File: src/rtl/core/emdt_ram.sv
`default_nettype none
module emdt_ram #(
  parameter int unsigned Width = 8,
  parameter int unsigned Depth = 64
) (
  input  wire logic                     clk_i,
  input  wire logic                     we_i,
  input  wire logic [$clog2(Depth)-1:0] waddr_i,
  input  wire logic [Width-1:0]         wdata_i,
  input  wire logic [$clog2(Depth)-1:0] raddr_i,
  output logic      [Width-1:0]         rdata_o
);

  logic [Width-1:0] mem_q [Depth];

  // One write port, one registered read port.
  always_ff @(posedge clk_i) begin
    if (we_i) begin
      mem_q[waddr_i] <= wdata_i;
    end
    rdata_o <= mem_q[raddr_i];
  end

endmodule
`default_nettype wire

File: config.mk
export PLATFORM = sky130hd
export DESIGN_NAME = emdt_ram
export DESIGN_NICKNAME = d
export VERILOG_FILES = /design/src/rtl/core/emdt_ram.sv
export SDC_FILE = /design/constraint.sdc
export NUM_CORES = 1
export LEC_CHECK = 0
export BUFFER_PORTS_ARGS = -buffer_cell sky130_fd_sc_hd__buf_2
export CELL_PAD_IN_SITES_DETAIL_PLACEMENT = 1
export CELL_PAD_IN_SITES_GLOBAL_PLACEMENT = 1
export CORE_ASPECT_RATIO = 0.8
export CORE_MARGIN = 10
export CORE_UTILIZATION = 60
export CTS_BUF_LIST = sky130_fd_sc_hd__clkbuf_8 sky130_fd_sc_hd__clkbuf_16
export CTS_CLUSTER_SIZE = 10
export DETAILED_ROUTE_END_ITERATION = 8
export PLACE_DENSITY = 0.91
export SKIP_CTS_REPAIR_TIMING = 1
export SYNTH_ARGS = -nofsm -noshare
export SYNTH_HDL_FRONTEND = slang
export SYNTH_SLANG_ARGS = --single-unit
File: constraint.sdc
create_clock -name clk_i -period 6.1 [get_ports clk_i]
set_input_delay 0.915 -clock clk_i [delete_from_list [all_inputs] [get_ports clk_i]]
set_output_delay 0.915 -clock clk_i [all_outputs]
set_load 0.005 [all_outputs]
[Yosys cells after proc, flatten, opt, wreduce, memory -nomap -nowiden]
Memory sizes are Yosys's and may differ from the RTL's. A register that Yosys moved wholly into a read port is not among the register bits.
Index checks and enable logic that the tools add are counted.
Word-level totals
  logic and storage cells: 3
  input port bits: 22
  memories: 1
  memory bits (writable): 512
  output and inout port bits: 8
  register bits after elaboration: 0
Cells by class
  multiplexer cells: 2
Memory list
  mem_q: words 64, bits a word 8, read ports 1, clocked after memory_dff 1, write ports 1, line 14  | logic [Width-1:0] mem_q [Depth];
Operator list (number)
  1-bit 2-to-1 mux: 2

[Logic depth before layout (Yosys ltp)]
  depth in word-level cells: 2
  depth in mapped cells: 9

[Worst setup path after synthesis]
No wires, ideal clock.
  path kind: input to register
  from: in raddr_i[1]
  to: reg rdata_o[3] (read register of mem_q)
  setup slack: 3517 ps
  required time: 5972 ps
  arrival time: 2455 ps
  stages: 7
  cells stage by stage: buf_4 -> buf_2 -> buf_2 -> mux4_2 -> mux4_2 -> o21ai_1 -> o41ai_1
RTL lines
  start, declared: line 10  | input wire logic [$clog2(Depth)-1:0] raddr_i,
  end, declared: line 11  | output logic [Width-1:0] rdata_o

==> reports/qor.yml <==
rr_startpoint: "mem_q[47][0]$_DFFE_PP_"
p_sw_share_pct: 21.3
fp.dieH_um: 184
ys_types: 40
p_int_w: 0.00581
dr_wl_met2_um: 24600
reg2regPathDepth: 4
die_w_um: 225
drive_gt1_share_pct: 23.1
gr-total-overflow: 0
start_util_pct: 61.4
end_kind: "register"
firstDrtPassIters: 5
totalPowerFinal_w: 0.00738
hold_end: "rdata_o[2]$_DFF_P_"
synth_nets: 962
root_buffer: "clkbuf_16"
netlist_top_cells_count: "512 x edfxtp_1, 126 x mux4_2, 83 x nor2_1"
hold_class: "in2reg"
cp_common_cell: "buf_4"
pwr-share-seq_pct: 53.9
grt_pass1_wl_um: 74400
routedWlPerCell_um: 34.7
ioPinCount: 30
holdPathStages: 3
fin_nets: 1005
peakVddDrop_uv: 254
setup_tns_ns: 0
syn2layout_area_growth_pct: 10.4
drt_iter0_drc: 1585
routed-wl-met3_um: 4730
drc_errors: 0
placedCellCount: 1351
startpoint_type: "input port"
synth_largest_area_cell: "edfxtp_1"
timing.fmax_mhz: 280
critPathSlowestCell: "a2111oi_0"
clock_latency_ns: 0.59
cp.buffers_inverters: 2
rsz0062_at_grt: "no"
finalSetupViolCount: 0
path_delay_family: "buffers and inverters"
via_per_inst: 7.01
yosysSeqAreaShare_pct: 77.0
synth_area_leaders: "edfxtp_1 76%, mux4_2 14%, nor2_1 1.5%"
finClkSkew_ns: 0.0218
min_period_ns: 3.58
ys_ff_latch: 520
grt_start_max_net_pins: 82
coreArea_um2: 32900
timing.rr.end: "rdata_o[0]$_DFF_P_"
gp_congestion: 0.849
hold_start: "raddr_i[5]"
rows: 59
p_clk_share_pct: 41.2
via_count: 10200
ant_nets: 0
holdWs_ns: 0.828
path_clk_slew_ns: 0.06
fin_cells: 1457
ys.flop_type: "edfxtp_1"
switching_power_w: 0.00157
crit_required_ns: 6.52
wl_met1_um: 19700
portBuffers: 29
ctsHtreeMaxLevel: 2
cts_tree: "yes"
synth_top_area_share_pct: 76.2
cellLeakagePower_nw: 7.07
finalCritPeriodShare_pct: 58.6
fin_util_pct: 67.8
slew_viol_final: 0
synth_warnings: 0
outcome: "finished, final reports clean"
synth_edf_count: 512
synth_area_um2: 20200
dpl.hpwl_um: 29400
setup.worst_path.class: "in2reg"
cts_buffer_depth: 3
synth_cells: 940
finalWirelength_um: 50500
critical_path_arrival_ns: 3.99
slew_headroom_pct: 8.89
grt_pass1_vias: 10600
maxCapViolCount: 0
cts_buffers: 57
comb_power_share_pct: 4.9
power.density_nw_per_um2: 332
async_flop_share_pct: 0
yosysMostFrequentCell: "edfxtp_1"
hold_viol: 0
worstPathMaxFanout: 66
max_slew.worst_pin.slew_ns: 1.37
worst_path_largest_cell_delay_ns: 0.89
grtUsageTotal_pct: 24.9
die_area_um2: 41400
cts.sinks: 520
r2r_slack_ns: 3.71
crit_chain: "buf_4 -> buf_4 -> mux4_2 -> nor2b_1 -> a2111oi_0 -> o41ai_1"
top_layer: "met5"
grt_antenna_before_repair: 2
syn_avg_cell_area_um2: 21.5
routing by layer:
| layer | GRT usage [%] | vias to the layer above |
|---|---|---|
| met4 | 7.68 | 2 |
| met1 | 34.4 | 5366 |
| met3 | 4.94 | 112 |
| met5 | 0 | - |
| li1 | - | 4024 |
| met2 | 39.7 | 707 |
worst register-to-register path, delay by kind of cell, from the launching register on:
family / cells / cell delay (ns)
compound gates: 2 / 1.12
flops: 1 / 0.37
mux: 2 / 0.75
cells by family (layout without fill, tap and decap cells):
group,Yosys count,after routing,share of synthesized area (%)
flops,520,520,77.0
mux,162,162,15.9
compound gates,54,54,2.07
buf+inv,51,140,1.57
other cells,0,1,0
simple gates,153,153,3.39
power groups by stage:
stage	combinational [W]	clock (W)	sequential [W]
CTS	0.000361	0.00306	0.00398
global placement	0.000335	0	0.00405
global route	0.000384	0.00321	0.00398
detailed placement	0.000357	0	0.00405
finish	0.000365	0.00304	0.00398
floorplan	0.000211	0	0.00404
worst max path at each step:
| stage | start | to | slack, ns | depth (start not counted) |
|---|---|---|---|---|
| 2_1_floorplan | raddr_i[1] | rdata_o[3]$_DFF_P_ | 3.52 | 7 |
| 3_3_place_gp | raddr_i[1] | rdata_o[7]$_DFF_P_ | 2.23 | 6 |
| 3_5_place_dp | raddr_i[1] | rdata_o[7]$_DFF_P_ | 2.21 | 6 |
| 4_1_cts | raddr_i[1] | rdata_o[5]$_DFF_P_ | 2.69 | 6 |
| 5_1_grt | raddr_i[0] | rdata_o[0]$_DFF_P_ | 2.61 | 6 |
| 6_report | raddr_i[1] | rdata_o[5]$_DFF_P_ | 2.52 | 6 |
through the flow:
stage	cell area [µm²]	setup WS, ns
floorplan	20200	3.52
global placement	20600	2.23
detailed placement	20600	2.21
CTS	22300	2.69
global route	22300	2.61
finish	22300	2.52
cells in the final DEF (no fill, tap or decap), drive strengths merged, types with 3 or more instances in the layout:
cell     instances
nand3b           3
a221oi           6
nand2           19
nand2b           7
inv             46
nand3           13
buf             34
o221ai           8
a22oi            3
dfxtp            8
mux2i           23
nor3             7
edfxtp         512
o22ai            8
a21oi            3
mux2            13
clkbuf          60
a211oi           4
o2bb2ai          3
nor2b           14
o21ai            4
o2111ai          3
nor2            83
mux4           126
state kept, by name, summed over array words and instances, names as in the netlist:
name,cells
mem_q,512
rdata_o,8
final cells by class:
type                            count  area, µm²
Sequential cell                   520      15500
Clock inverter                     46        178
Multi-Input combinational cell    369       4330
Timing Repair Buffer               35        206
Tap cell                          427        534
Clock buffer                       59       1480
Fill cell                        2522      10600
Antenna cell                        1       2.50
(Power assumes the default switching activity.)
